==> config.mk <==
export PLATFORM = sky130hd
export DESIGN_NAME = dc_motor_position_supervisor_core
export DESIGN_NICKNAME = d
export VERILOG_FILES = /design/src/rtl/dcmps_pkg.sv /design/src/rtl/dc_motor_position_supervisor_core.sv
export SDC_FILE = /design/constraint.sdc
export NUM_CORES = 2
export LEC_CHECK = 0
export BUFFER_PORTS_ARGS = -buffer_cell sky130_fd_sc_hd__buf_2
export CORE_UTILIZATION = 35
export CTS_CLUSTER_SIZE = 12
export DETAILED_ROUTE_END_ITERATION = 6
export PLACE_DENSITY = 0.6
export REMOVE_ABC_BUFFERS = 1
export SLEW_MARGIN = 20
export SYNTH_ARGS = -nofsm -noshare
export SYNTH_HDL_FRONTEND = slang
export SYNTH_SLANG_ARGS = --single-unit
==> constraint.sdc <==
create_clock -name clk -period 28 [get_ports clk]
set_input_delay 5.6 -clock clk [delete_from_list [all_inputs] [get_ports clk]]
set_output_delay 5.6 -clock clk [all_outputs]
set_load 0.005 [all_outputs]
==> src/rtl/dcmps_pkg.sv <==
// Types and constants shared by the DC motor position supervisor.
package dcmps_pkg;

  typedef enum logic [2:0] {
    MODE_IDLE    = 3'd0,
    MODE_MOVING  = 3'd1,
    MODE_HOMING  = 3'd2,
    MODE_SETTLED = 3'd3,
    MODE_FAULT   = 3'd4
  } mode_t;

  typedef enum logic [1:0] {
    CMD_TICK    = 2'd0,
    CMD_MOVE    = 2'd1,
    CMD_HOME    = 2'd2,
    CMD_UNKNOWN = 2'd3
  } cmd_t;

  typedef enum logic [3:0] {
    REG_CAL         = 4'd0,
    REG_STOP_BAND   = 4'd1,
    REG_REARM_BAND  = 4'd2,
    REG_STALL_WIN   = 4'd3,
    REG_HOME_GRACE  = 4'd4,
    REG_HOME_SETTLE = 4'd5,
    REG_ENC_WIDE    = 4'd6,
    REG_POLARITY    = 4'd7
  } cfg_reg_t;

  localparam int unsigned CFG_IDX_W = 4;
  localparam int unsigned IN_DATA_W = 104;
  localparam int unsigned OUT_DATA_W = 40;
  localparam int unsigned TGT_W = 18;

  localparam logic [31:0] RUN_TIMEOUT_MS     = 32'd200000;
  localparam logic [31:0] PROGRESS_MIN_COUNT = 32'd10;
  localparam logic [31:0] HOME_MOTION_MAX    = 32'd3;
  localparam logic signed [31:0] NARROW_LIMIT = 32'sd30000;
  localparam logic [31:0] NARROW_SPAN = 32'd65536;

  localparam logic [15:0] CAL_RESET         = 16'd20462;
  localparam logic [15:0] STOP_BAND_RESET   = 16'd20;
  localparam logic [15:0] REARM_BAND_RESET  = 16'd60;
  localparam logic [15:0] STALL_WIN_RESET   = 16'd1500;
  localparam logic [15:0] HOME_GRACE_RESET  = 16'd3000;
  localparam logic [15:0] HOME_SETTLE_RESET = 16'd1200;
  localparam logic [3:0]  ENC_WIDE_RESET    = 4'd9;
  localparam logic [1:0]  POLARITY_RESET    = 2'd3;

endpackage

==> src/rtl/dc_motor_position_supervisor_core.sv <==
// Top level of the DC motor position supervisor: input register, update logic, result register.
// Items move from the input register to the result register when it is free or draining.
// Throughput: one item per cycle unless out_tready stalls; per-motor records sit in flip-flops,
//   read and written in the same cycle, so back-to-back items on the same motor see fresh state.
// Stalls: in_tready drops only while both registers hold items and out_tready is low.
// Reset (synchronous, rst_n low): records zero and idle, registers at defaults, pipeline empty.
module dc_motor_position_supervisor_core #(
  parameter int MOTORS = 4,
  parameter int MAX_MM = 600
) (
  input  logic                                clk,
  input  logic                                rst_n,
  // in_tdata, low bit up: motor_index[1:0], target_mm[17:2], start_delay_ms[33:18],
  //   now_ms[65:34], encoder_raw[97:66], zero pad [103:98]
  input  logic [dcmps_pkg::IN_DATA_W-1:0]     in_tdata,
  // in_tuser: cmd[1:0]
  input  logic [1:0]                          in_tuser,
  input  logic                                in_tvalid,
  output logic                                in_tready,
  // out_tdata, low bit up: motor_out[1:0], mode[4:2], drive_fwd[5], drive_rev[6],
  //   position_pulses[38:7], zero pad [39]
  output logic [dcmps_pkg::OUT_DATA_W-1:0]    out_tdata,
  output logic                                out_tvalid,
  input  logic                                out_tready,
  input  logic                                cfg_valid,
  output logic                                cfg_ready,
  input  logic [dcmps_pkg::CFG_IDX_W-1:0]     cfg_index,
  input  logic [15:0]                         cfg_data
);
  import dcmps_pkg::*;

  localparam int MM_W = $clog2(MAX_MM + 1);
  localparam int PROD_W = MM_W + 16;
  localparam logic [MM_W-1:0] MAX_MM_V = MM_W'(MAX_MM);

  // magnitude of (a - b) taken as a signed 32-bit value
  function automatic logic [31:0] mag_diff(input logic [31:0] a, input logic [31:0] b);
    logic [31:0] d;
    d = a - b;
    return d[31] ? (32'd0 - d) : d;
  endfunction

  // ---------------- configuration registers ----------------
  logic [15:0] cal_r, stop_band_r, rearm_band_r, stall_win_r, home_grace_r, home_settle_r;
  logic [3:0]  enc_wide_r;
  logic [1:0]  polarity_r;

  assign cfg_ready = 1'b1;

  always_ff @(posedge clk) begin
    if (!rst_n) begin
      cal_r         <= CAL_RESET;
      stop_band_r   <= STOP_BAND_RESET;
      rearm_band_r  <= REARM_BAND_RESET;
      stall_win_r   <= STALL_WIN_RESET;
      home_grace_r  <= HOME_GRACE_RESET;
      home_settle_r <= HOME_SETTLE_RESET;
      enc_wide_r    <= ENC_WIDE_RESET;
      polarity_r    <= POLARITY_RESET;
    end else if (cfg_valid) begin
      case (cfg_reg_t'(cfg_index))
        REG_CAL:         cal_r         <= cfg_data;
        REG_STOP_BAND:   stop_band_r   <= cfg_data;
        REG_REARM_BAND:  rearm_band_r  <= cfg_data;
        REG_STALL_WIN:   stall_win_r   <= cfg_data;
        REG_HOME_GRACE:  home_grace_r  <= cfg_data;
        REG_HOME_SETTLE: home_settle_r <= cfg_data;
        REG_ENC_WIDE:    enc_wide_r    <= cfg_data[3:0];
        REG_POLARITY:    polarity_r    <= cfg_data[1:0];
        default: ;  // drop writes beyond the register list
      endcase
    end
  end

  // ---------------- input register ----------------
  logic        in_valid_r;
  cmd_t        in_cmd_r;
  logic [1:0]  in_motor_r;
  logic [15:0] in_mm_r, in_delay_r;
  logic [31:0] in_now_r, in_raw_r;
  logic        out_valid_r;
  logic        advance;

  // the update stage moves whenever the result register is free or being drained
  assign advance   = in_valid_r && (!out_valid_r || out_tready);
  assign in_tready = !in_valid_r || advance;

  always_ff @(posedge clk) begin
    if (!rst_n) begin
      in_valid_r <= 1'b0;
    end else if (in_tready) begin
      in_valid_r <= in_tvalid;
    end
  end

  always_ff @(posedge clk) begin
    if (in_tready && in_tvalid) begin
      in_cmd_r   <= cmd_t'(in_tuser);
      in_motor_r <= in_tdata[1:0];
      in_mm_r    <= in_tdata[17:2];
      in_delay_r <= in_tdata[33:18];
      in_now_r   <= in_tdata[65:34];
      in_raw_r   <= in_tdata[97:66];
    end
  end

  // ---------------- per-motor records ----------------
  logic [31:0]      pos_r   [MOTORS];
  logic [31:0]      last_r  [MOTORS];
  logic [TGT_W-1:0] tgt_r   [MOTORS];
  mode_t            mode_r  [MOTORS];
  logic [31:0]      start_r [MOTORS];
  logic [31:0]      refc_r  [MOTORS];
  logic [31:0]      reft_r  [MOTORS];

  // read the record of the addressed motor
  logic             motor_ok;
  logic [31:0]      pos_cur, last_cur, start_cur, refc_cur, reft_cur;
  logic [TGT_W-1:0] tgt_cur;
  mode_t            mode_cur;

  assign motor_ok = int'({1'b0, in_motor_r}) < MOTORS;

  always_comb begin
    pos_cur   = '0;
    last_cur  = '0;
    tgt_cur   = '0;
    mode_cur  = MODE_IDLE;
    start_cur = '0;
    refc_cur  = '0;
    reft_cur  = '0;
    for (int i = 0; i < MOTORS; i++) begin
      if (int'({1'b0, in_motor_r}) == i) begin
        pos_cur   = pos_r[i];
        last_cur  = last_r[i];
        tgt_cur   = tgt_r[i];
        mode_cur  = mode_r[i];
        start_cur = start_r[i];
        refc_cur  = refc_r[i];
        reft_cur  = reft_r[i];
      end
    end
  end

  // ---------------- encoder extension ----------------
  logic        wide;
  logic [31:0] enc_cur, dif_raw, dif_fix, pos_ext, last_ext;

  assign wide    = enc_wide_r[in_motor_r];
  assign enc_cur = wide ? in_raw_r : {{16{in_raw_r[15]}}, in_raw_r[15:0]};
  assign dif_raw = enc_cur - last_cur;

  always_comb begin
    dif_fix = dif_raw;
    if (!wide) begin
      // a 16-bit counter that wrapped: fold the jump back by one counter span
      if ($signed(dif_raw) > NARROW_LIMIT) begin
        dif_fix = dif_raw - NARROW_SPAN;
      end else if ($signed(dif_raw) < -NARROW_LIMIT) begin
        dif_fix = dif_raw + NARROW_SPAN;
      end
    end
  end

  assign pos_ext  = (dif_fix != 32'd0) ? pos_cur + dif_fix : pos_cur;
  assign last_ext = (dif_fix != 32'd0) ? enc_cur : last_cur;

  // ---------------- move scaling ----------------
  logic [MM_W-1:0]   mm_clamp;
  logic [PROD_W-1:0] mm_prod;
  logic [TGT_W-1:0]  tgt_move;
  logic [31:0]       sched_start;

  always_comb begin
    if (in_mm_r[15]) begin
      mm_clamp = '0;
    end else if ({16'd0, in_mm_r} > 32'(MAX_MM)) begin
      mm_clamp = MAX_MM_V;
    end else begin
      mm_clamp = in_mm_r[MM_W-1:0];
    end
  end

  assign mm_prod     = PROD_W'(mm_clamp) * PROD_W'(cal_r);
  assign tgt_move    = TGT_W'(mm_prod >> 8);
  assign sched_start = in_now_r + {16'd0, in_delay_r};

  // ---------------- tick conditions ----------------
  logic [31:0] since, err, err_mag, prog, home_reft;
  logic        pending, mv_settle, run_tmo, mv_prog, stalled, home_moved, home_done;
  logic        fwd_move;

  assign since      = in_now_r - start_cur;
  assign pending    = (mode_cur == MODE_MOVING || mode_cur == MODE_HOMING) && since[31];
  assign err        = {{(32-TGT_W){1'b0}}, tgt_cur} - pos_ext;
  assign err_mag    = err[31] ? (32'd0 - err) : err;
  assign mv_settle  = err_mag <= {16'd0, stop_band_r};
  assign run_tmo    = since > RUN_TIMEOUT_MS;
  assign prog       = mag_diff(pos_ext, refc_cur);
  assign mv_prog    = prog >= PROGRESS_MIN_COUNT;
  assign stalled    = !mv_prog && ((in_now_r - reft_cur) > {16'd0, stall_win_r});
  assign home_moved = prog > HOME_MOTION_MAX;
  // homing holds its reference time at now while in grace or while still moving
  assign home_reft  = (home_moved || since <= {16'd0, home_grace_r}) ? in_now_r : reft_cur;
  assign home_done  = (since > {16'd0, home_grace_r}) &&
                      ((in_now_r - home_reft) > {16'd0, home_settle_r});
  assign fwd_move   = polarity_r[0] ? err[31] : (!err[31] && err != 32'd0);

  // ---------------- next record ----------------
  logic [31:0]      pos_nxt, last_nxt, start_nxt, refc_nxt, reft_nxt;
  logic [TGT_W-1:0] tgt_nxt;
  mode_t            mode_nxt;

  always_comb begin
    pos_nxt   = pos_cur;
    last_nxt  = last_cur;
    tgt_nxt   = tgt_cur;
    mode_nxt  = mode_cur;
    start_nxt = start_cur;
    refc_nxt  = refc_cur;
    reft_nxt  = reft_cur;
    case (in_cmd_r)
      CMD_MOVE: begin
        tgt_nxt   = tgt_move;
        start_nxt = sched_start;
        mode_nxt  = MODE_MOVING;
        refc_nxt  = pos_cur;
        reft_nxt  = sched_start;
      end
      CMD_HOME: begin
        start_nxt = sched_start;
        mode_nxt  = MODE_HOMING;
        refc_nxt  = pos_cur;
        reft_nxt  = sched_start;
      end
      CMD_TICK: begin
        pos_nxt  = pos_ext;
        last_nxt = last_ext;
        if (!pending) begin
          case (mode_cur)
            MODE_MOVING: begin
              if (mv_settle) begin
                mode_nxt = MODE_SETTLED;
              end else if (run_tmo) begin
                mode_nxt = MODE_FAULT;
              end else if (mv_prog) begin
                refc_nxt = pos_ext;
                reft_nxt = in_now_r;
              end else if (stalled) begin
                mode_nxt = MODE_FAULT;
              end
            end
            MODE_HOMING: begin
              reft_nxt = home_reft;
              if (home_moved) begin
                refc_nxt = pos_ext;
              end
              if (home_done) begin
                // end stop reached: zero the count at this tick's encoder value
                pos_nxt  = '0;
                last_nxt = enc_cur;
                tgt_nxt  = '0;
                mode_nxt = MODE_SETTLED;
              end else if (run_tmo) begin
                mode_nxt = MODE_FAULT;
              end
            end
            MODE_SETTLED: begin
              if (err_mag > {16'd0, rearm_band_r}) begin
                mode_nxt  = MODE_MOVING;
                start_nxt = in_now_r;
                refc_nxt  = pos_ext;
                reft_nxt  = in_now_r;
              end
            end
            default: ;  // idle and fault hold
          endcase
        end
      end
      default: ;  // unknown command leaves the record alone
    endcase
  end

  // ---------------- drive pins ----------------
  logic drive_fwd, drive_rev;

  always_comb begin
    drive_fwd = 1'b0;
    drive_rev = 1'b0;
    if (in_cmd_r == CMD_TICK && !pending) begin
      case (mode_cur)
        MODE_MOVING: begin
          if (!mv_settle && !run_tmo && !stalled) begin
            drive_fwd = fwd_move;
            drive_rev = !fwd_move;
          end
        end
        MODE_HOMING: begin
          if (!home_done && !run_tmo) begin
            drive_fwd = polarity_r[1];
            drive_rev = !polarity_r[1];
          end
        end
        default: ;  // no drive in other modes
      endcase
    end
  end

  // ---------------- record write-back ----------------
  always_ff @(posedge clk) begin
    if (!rst_n) begin
      for (int i = 0; i < MOTORS; i++) begin
        pos_r[i]   <= '0;
        last_r[i]  <= '0;
        tgt_r[i]   <= '0;
        mode_r[i]  <= MODE_IDLE;
        start_r[i] <= '0;
        refc_r[i]  <= '0;
        reft_r[i]  <= '0;
      end
    end else if (advance) begin
      for (int i = 0; i < MOTORS; i++) begin
        if (int'({1'b0, in_motor_r}) == i) begin
          pos_r[i]   <= pos_nxt;
          last_r[i]  <= last_nxt;
          tgt_r[i]   <= tgt_nxt;
          mode_r[i]  <= mode_nxt;
          start_r[i] <= start_nxt;
          refc_r[i]  <= refc_nxt;
          reft_r[i]  <= reft_nxt;
        end
      end
    end
  end

  // ---------------- result register ----------------
  logic [1:0]  out_motor_r;
  mode_t       out_mode_r;
  logic        out_fwd_r, out_rev_r;
  logic [31:0] out_pos_r;

  always_ff @(posedge clk) begin
    if (!rst_n) begin
      out_valid_r <= 1'b0;
    end else if (advance) begin
      out_valid_r <= 1'b1;
    end else if (out_tready) begin
      out_valid_r <= 1'b0;
    end
  end

  always_ff @(posedge clk) begin
    if (advance) begin
      out_motor_r <= in_motor_r;
      // a motor index past the last motor reports an empty record
      out_mode_r  <= motor_ok ? mode_nxt : MODE_IDLE;
      out_fwd_r   <= motor_ok && drive_fwd;
      out_rev_r   <= motor_ok && drive_rev;
      out_pos_r   <= motor_ok ? pos_nxt : 32'd0;
    end
  end

  assign out_tvalid = out_valid_r;
  assign out_tdata  = {1'b0, out_pos_r, out_rev_r, out_fwd_r, out_mode_r, out_motor_r};

  // ---------------- assertions ----------------
  a_pins_exclusive: assert property (@(posedge clk) disable iff (!rst_n)
    out_tvalid |-> !(out_tdata[5] && out_tdata[6]))
    else $error("both drive pins high");

  a_stall_cause: assert property (@(posedge clk) disable iff (!rst_n)
    !in_tready |-> (in_valid_r && out_tvalid && !out_tready))
    else $error("input stalled without a blocked result");

  a_reset_empty: assert property (@(posedge clk)
    !rst_n |=> (!out_tvalid && in_tready))
    else $error("pipeline not empty after reset");

  a_schedule_no_drive: assert property (@(posedge clk) disable iff (!rst_n)
    (advance && in_cmd_r != CMD_TICK) |=> (!out_tdata[5] && !out_tdata[6]))
    else $error("schedule item drove a pin");

endmodule

After elaboration in Yosys (flattened, before gate mapping) --
Memories as Yosys holds them, arrays and structs flattened. Cells that the tools add are included. Widths: inputs -> output; s select.
Cells by class: equality and inequality tests 15, magnitude comparators 13, bitwise gates (word level) 28, multipliers 1, reductions and logical operators 40, mux-type cells 136, $add $sub $neg 12
Operator list (number):
- $mux 32 | 71
- $mux 18 | 11
- $pmux 32 s2 | 3
- $pmux 32 s3 | 2
- $sub 32x32->32 | 5
- $gt 32x16->1 | 4
- $le 32x16->1 | 2
- $reduce_bool 32->1 | 2
- $sub 1x32->32 const A | 2
- $mux 3 | 16
- $pmux 18 s2 | 1
- $add 32x16->32 | 1
- $add 32x17->32 const B | 1
- $add 32x32->32 | 1
- $ge 32x4->1 const B | 1
- $gt 32x16->1 const B | 1
- $gt 32x18->1 const B | 1
- $gt 32x2->1 const B | 1
- $lt 32x16->1 const B | 1
- $sub 18x32->32 | 1
- $sub 32x17->32 const B | 1
- $or 1x1->1 | 28
- $mul 10x16->26 | 1
- $mux 1 | 25
- other kinds (21) | 62
Word-level totals: output and inout bits 43, memory bits (writable) 724, bits of input ports 131, memories kept 7, flip-flop bits (word level) 243
Memory list:
- last_r | words 4, bits a word 32, rd ports 4, clocked after memory_dff 0, wr ports 4, RTL line dc_motor_position_supervisor_core.sv:109 | logic [31:0] last_r [MOTORS];
- pos_r | words 4, bits a word 32, rd ports 4, clocked after memory_dff 0, wr ports 4, RTL line dc_motor_position_supervisor_core.sv:108 | logic [31:0] pos_r [MOTORS];
- refc_r | words 4, bits a word 32, rd ports 4, clocked after memory_dff 0, wr ports 4, RTL line dc_motor_position_supervisor_core.sv:113 | logic [31:0] refc_r [MOTORS];
- reft_r | words 4, bits a word 32, rd ports 4, clocked after memory_dff 0, wr ports 4, RTL line dc_motor_position_supervisor_core.sv:114 | logic [31:0] reft_r [MOTORS];
- start_r | words 4, bits a word 32, rd ports 4, clocked after memory_dff 0, wr ports 4, RTL line dc_motor_position_supervisor_core.sv:112 | logic [31:0] start_r [MOTORS];
- tgt_r | words 4, bits a word 18, rd ports 4, clocked after memory_dff 0, wr ports 4, RTL line dc_motor_position_supervisor_core.sv:110 | logic [TGT_W-1:0] tgt_r [MOTORS];
- +1 memories

Logic depth before layout (Yosys ltp) --
depth after elaboration 26, mapped depth 100, mapped depth without buffers 84

Least setup slack after synthesis --
OpenSTA, ideal clock, no wires.
kind register to register, from register in_motor_r[0], to memory mode_r[0][0] in the netlist's numbering (data pin), data arrival time 21478 ps, data required time 27726 ps, setup slack 6249 ps, setup time 274 ps, stages on the path, launching flop included 85, clock period less this slack 21751 ps, buffers on the path 15, path through edfxtp_1 buf_2 buf_1 clkbuf_1 clkbuf_1 clkbuf_1 clkbuf_1 buf_1 clkbuf_1 mux4_2 ha_1 fa_1 nand2b_1 a211oi_2 o21ai_1 a21oi_1 a211oi_2 or4b_4 [... 49 more ...] a21boi_0 o21ai_0 a21boi_0 o21ai_0 nor2b_1 xnor2_1 ha_1 nand4_1 or2_2 o41ai_1 nand4b_1 or4_1 or4_1 a21oi_1 nand3_1 o21ba_2 a2111oi_2 nor2_1
RTL lines:
- start: declaration | RTL line dc_motor_position_supervisor_core.sv:78 | logic [1:0] in_motor_r;
- start signal: assignment | RTL line dc_motor_position_supervisor_core.sv:99 | in_motor_r <= in_tdata[1:0];
- end: declaration | RTL line dc_motor_position_supervisor_core.sv:111 | mode_t mode_r [MOTORS];

Worst setup path in the final report --
from register in_motor_r[0], to register out_pos_r[2] (data pin)
Between the ends: longest elaborated chain between the ends 25, elaborated cells on any way between the ends 62
Ends and longest elaborated chain:
- $logic_not 2->1 | RTL line dc_motor_position_supervisor_core.sv:133 | if (int'({1'b0, in_motor_r}) == i) begin
- $mux 32 (4 in series) | RTL line dc_motor_position_supervisor_core.sv:133
- $sub 32x32->32 | RTL line dc_motor_position_supervisor_core.sv:151 | assign dif_raw = enc_cur - last_cur;
- $add 32x17->32 or $lt 32x16->1 (tied branches) | RTL line dc_motor_position_supervisor_core.sv:160, dc_motor_position_supervisor_core.sv:159
- $mux 32 | RTL line dc_motor_position_supervisor_core.sv:159 | end else if ($signed(dif_raw) < -NARROW_LIMIT) begin
- $mux 32 | RTL line dc_motor_position_supervisor_core.sv:157 | if ($signed(dif_raw) > NARROW_LIMIT) begin
- $mux 32 | RTL line dc_motor_position_supervisor_core.sv:155 | if (!wide) begin
- $add 32x32->32 or $reduce_bool 32->1 (tied branches) | RTL line dc_motor_position_supervisor_core.sv:165 | assign pos_ext = (dif_fix != 32'd0) ? pos_cur + dif_fix : pos_cur;
- [... 7 more ...]
- $sub 32x32->32 | RTL line dc_motor_position_supervisor_core.sv:206 | ((in_now_r - home_reft) > {16'd0, home_settle_r});
- $gt 32x16->1 | RTL line dc_motor_position_supervisor_core.sv:206
- $logic_and 1x1->1 | RTL line dc_motor_position_supervisor_core.sv:205 | assign home_done = (since > {16'd0, home_grace_r}) &&
- $mux 32 | RTL line dc_motor_position_supervisor_core.sv:258 | if (home_done) begin
- $mux 32 | RTL line dc_motor_position_supervisor_core.sv:240 | case (mode_cur)
- $mux 32 | RTL line dc_motor_position_supervisor_core.sv:239 | if (!pending) begin
- $mux 32 (*) | RTL line dc_motor_position_supervisor_core.sv:222 | case (in_cmd_r)
- net pos_nxt[2] | RTL line dc_motor_position_supervisor_core.sv:210 | logic [31:0] pos_nxt, last_nxt, start_nxt, refc_nxt, reft_nxt;
- end signal: assignment | RTL line dc_motor_position_supervisor_core.sv:359 | out_pos_r <= motor_ok ? pos_nxt : 32'd0;
- end: declaration | RTL line dc_motor_position_supervisor_core.sv:340 | logic [31:0] out_pos_r;
Mark *: on every way through the listed nets, which the timed path passes. The rest lies on a longest branch. The select of a mux whose other input is x is not followed. A chain may end at the register's enable or synchronous reset.

==> impl_metrics.csv <==
group,metric,value,unit
drt,drtAntennaViolNets,0,
global_routing,grt_pass1_vias,52300,
critical_path,path_common_cell,"o21ai_0",
pwr,total_power,6210,µW
run_status,violations,"DRC",
die,die_h,438,µm
finish,final_util,0.389,
logic_synthesis,ys_types,127,
drt,drt_iter0_drc,5321,
finish,fin_cells,9169,
logic_synthesis,synth-edff-count,863,
finish,n_fill_cell,18500,
drt,vias,53100,
timing,finalClockSkew,47.8,ps
logic_synthesis,syn_avg_cell_area,10.1,µm²
die,rows,159,
run,cap_violations,0,
drt,wirelength,214000,µm
critical_path,critPathTopFamily,"compound AO/OA/AOI/OAI gates",
clock_network,post-cts-setup-buffers,0,
timing,drv_slew,0,
drt,drc,1,
timing,slew_headroom,0.202,
die,die_area,0.192,mm²
logic_synthesis,synth_fa_ha_area_frac,0.104,
logic_synthesis,synthCells,6588,
critical_path,crit_arrival,24800,ps
die,die_x,438,µm
pwr,irDropWorstVdd,0.0846,mV
min_path,worstHoldPathType,"reg -> reg",
place,gp_congestion,0.944,
clock_network,clk_pin_slew,60,ps
clock_network,insertion_delay,780,ps
logic_synthesis,synth-compound-area-share,0.176,
pwr,cellLeakagePower,0.0277,µW
global_routing,grt_start_max_net_pins,125,
clock_network,cts-root-buf,"clkbuf_16",
place,place_hpwl,144000,µm
drt,dr.pass1.iters,7,
logic_synthesis,synth_area,0.0667,mm²
critical_path,path_buf_inv,4,
place,place_inst,8963,
critical_path,critical_path_class,"reg -> reg",
clock_network,cts_resized,0,
logic_synthesis,synth_ff_type,"edfxtp_1",
timing,rsz0062_at_grt,"no",
finish,area_growth,10.0,%
die,initial_core_util,0.354,
timing,fin_crit,24200,ps
critical_path,end_kind,"flip-flop",
finish,layout.nets,7194,
clock_network,cts_buffers,110,
logic_synthesis,ys_warn_count,0,
drt,wl_per_cell,23.3,µm
global_routing,grt-ovfl-total,0,
drt,avgViaCountPerCell,5.79,
die,core_area,0.188,mm²
timing,tightest_slew,1190,ps
logic_synthesis,synth_top_family_by_area,"compound AO/OA/AOI/OAI gates",
clock_network,cts_tree,"built",
timing,fmax,41.3,MHz
clock_network,clock-sinks,967,
clock_network,hold_buffers,0,
critical_path,crit_fanout,22,
critical_path,critPathRequiredTime,28600,ps
timing,setup_violations,0,
pwr,p_per_area,84.7,mW/mm²
critical_path,cp_slowest_cell,"a31oi_4",
logic_synthesis,synth-seq-cells,967,
timing,hold_viol_final,0,
run_status,status,"finished with violations",
die,io_pins,174,
logic_synthesis,yosysSeqAreaShare,0.420,
logic_synthesis,yosys.area_share.simple,0.148,
global_routing,antenna_found_initial,9,
clock_network,cts.path.max_buffers,3,
place,io_buffer_count,165,
logic_synthesis,ys_async_sr_fraction,0,
timing,fin_crit_sh,0.864,
logic_synthesis,synthMuxAreaShare,0.0713,
critical_path,max_stage_delay,880,ps
finish,layout-drive-gt1-share,0.111,
clock_network,cts-htree-levels,3,
critical_path,cp-start-kind,"flip-flop",
logic_synthesis,synth_xor_area_frac,0.0288,
global_routing,grt_pass1_wl,323000,µm
global_routing,grt_usage,0.218,
==> cell usage in the layout (no fill, tap or decap), types with 30 or more instances in the layout <==
| master | n |
|---|---|
| nand2_1 | 596 |
| nor3_1 | 86 |
| nand2b_1 | 44 |
| xor2_1 | 68 |
| o31ai_1 | 65 |
| inv_1 | 460 |
| mux2i_1 | 89 |
| a21oi_1 | 360 |
| clkbuf_16 | 112 |
| ha_1 | 363 |
| fa_1 | 117 |
| o21ai_0 | 307 |
| and2_1 | 145 |
| o21ai_1 | 54 |
| a21o_1 | 63 |
| a32o_1 | 91 |
| a211oi_1 | 100 |
| nor2_1 | 696 |
| mux2_2 | 41 |
| mux4_2 | 149 |
| o211ai_1 | 114 |
| dfxtp_1 | 104 |
| edfxtp_1 | 863 |
| nor4_1 | 30 |
| buf_4 | 90 |
| or3_1 | 38 |
| o21bai_1 | 33 |
| a21boi_0 | 105 |
| nand4_1 | 58 |
| xnor2_1 | 146 |
| o21a_1 | 47 |
| and3_1 | 71 |
| nor2b_1 | 78 |
| a222oi_1 | 30 |
| a22o_1 | 43 |
| buf_2 | 164 |
| nand3_1 | 93 |
==> cell usage after synthesis (89+ instances only) <==
cell type  instances  area share
nand2_1          600       0.034
mux4_2           149       0.050
o211ai_1         114       0.013
clkbuf_1         268       0.015
inv_1            462       0.026
ha_1             365       0.069
a21oi_1          361       0.027
a32o_1            91       0.014
o21ai_0          309       0.023
mux2i_1           89       0.013
a211oi_1         100       0.011
fa_1             117       0.035
edfxtp_1         863        0.39
xnor2_1          146       0.019
dfxtp_1          104       0.031
and2_1           146       0.014
nand3_1           95      0.0071
a21boi_0         105       0.012
nor2_1           705       0.040
==> sequential cells by signal (all words and copies together), names as in the netlist, 2 cells and up <==
| register | cells |
|---|---|
| cal_r | 16 |
| enc_wide_r | 4 |
| home_grace_r | 16 |
| home_settle_r | 16 |
| in_cmd_r | 2 |
| in_delay_r | 16 |
| in_mm_r | 16 |
| in_motor_r | 2 |
| in_now_r | 32 |
| in_raw_r | 32 |
| last_r | 128 |
| mode_r | 12 |
| out_mode_r | 3 |
| out_motor_r | 2 |
| out_pos_r | 32 |
| polarity_r | 2 |
| pos_r | 128 |
| rearm_band_r | 16 |
| refc_r | 128 |
| reft_r | 128 |
| stall_win_r | 16 |
| start_r | 128 |
| stop_band_r | 16 |
| tgt_r | 72 |
==> per-stage QoR <==
step / setup slack [ps] / cell area (µm²) / hold slack [ps] / TNS, ps
after floorplan: -1550 / 64900 / 435 / -423850
after global placement: 3950 / 69900 / 450 / 0
after detailed placement: 4090 / 69900 / 457 / 0
after CTS: 4010 / 73300 / 466 / 0
after global routing: 2160 / 73300 / 487 / 0
final: 3800 / 73300 / 461 / 0
==> final cells by class <==
type                    instances  area (µm²)  area share
multi-input cells            4776       35400       0.483
flip-flops and latches        967       28000       0.382
well taps                    2495        3120      0.0426
clock buffers                 146        3000      0.0409
inverters                     466        1750      0.0238
repair buffers                260        1620      0.0221
clock inverters                58         423     0.00577
diodes                          1        2.50   0.0000341
==> layer usage <==
layer	up-vias	track usage	part of all wire
met2	2012	0.367	0.48
met5	-	0	0.00018
met3	370	0.0331	0.071
met1	26400	0.285	0.42
li1	24300	-	-
met4	6	0.0686	0.030
==> path summary, 6_finish.rpt <==
path                    startpoint                to  slack (ps)  depth (start not counted)
setup reg to reg     in_motor_r[0]      out_pos_r[2]        3800                         78
hold / removal    rearm_band_r[15]  rearm_band_r[15]         460                          2
hold reg to reg   rearm_band_r[15]  rearm_band_r[15]         460                          2
setup / recovery     in_motor_r[0]      out_pos_r[2]        3800                         78
==> power by group <==
group	total [µW]	internal, µW	switching [µW]
clock	1400	766	632
combinational	3140	1090	2040
sequential	1680	1650	31.5
total	6210	3510	2710
==> worst min-delay path, delay by kind of cell, from the launching register on <==
kind               cells  cell delay (ps)
DFF                    1              310
AOI/OAI and AO/OA      1               60
and+or+nand+nor        1               50
==> cells by family after synthesis <==
logic type,after synthesis
flops,967
other cells,2
buf+inv,845
mux,282
fa+ha+maj,484
xor+xnor,217
simple gates,2094
compound gates,1697
No activity file was read; power rests on OpenSTA's default activity.
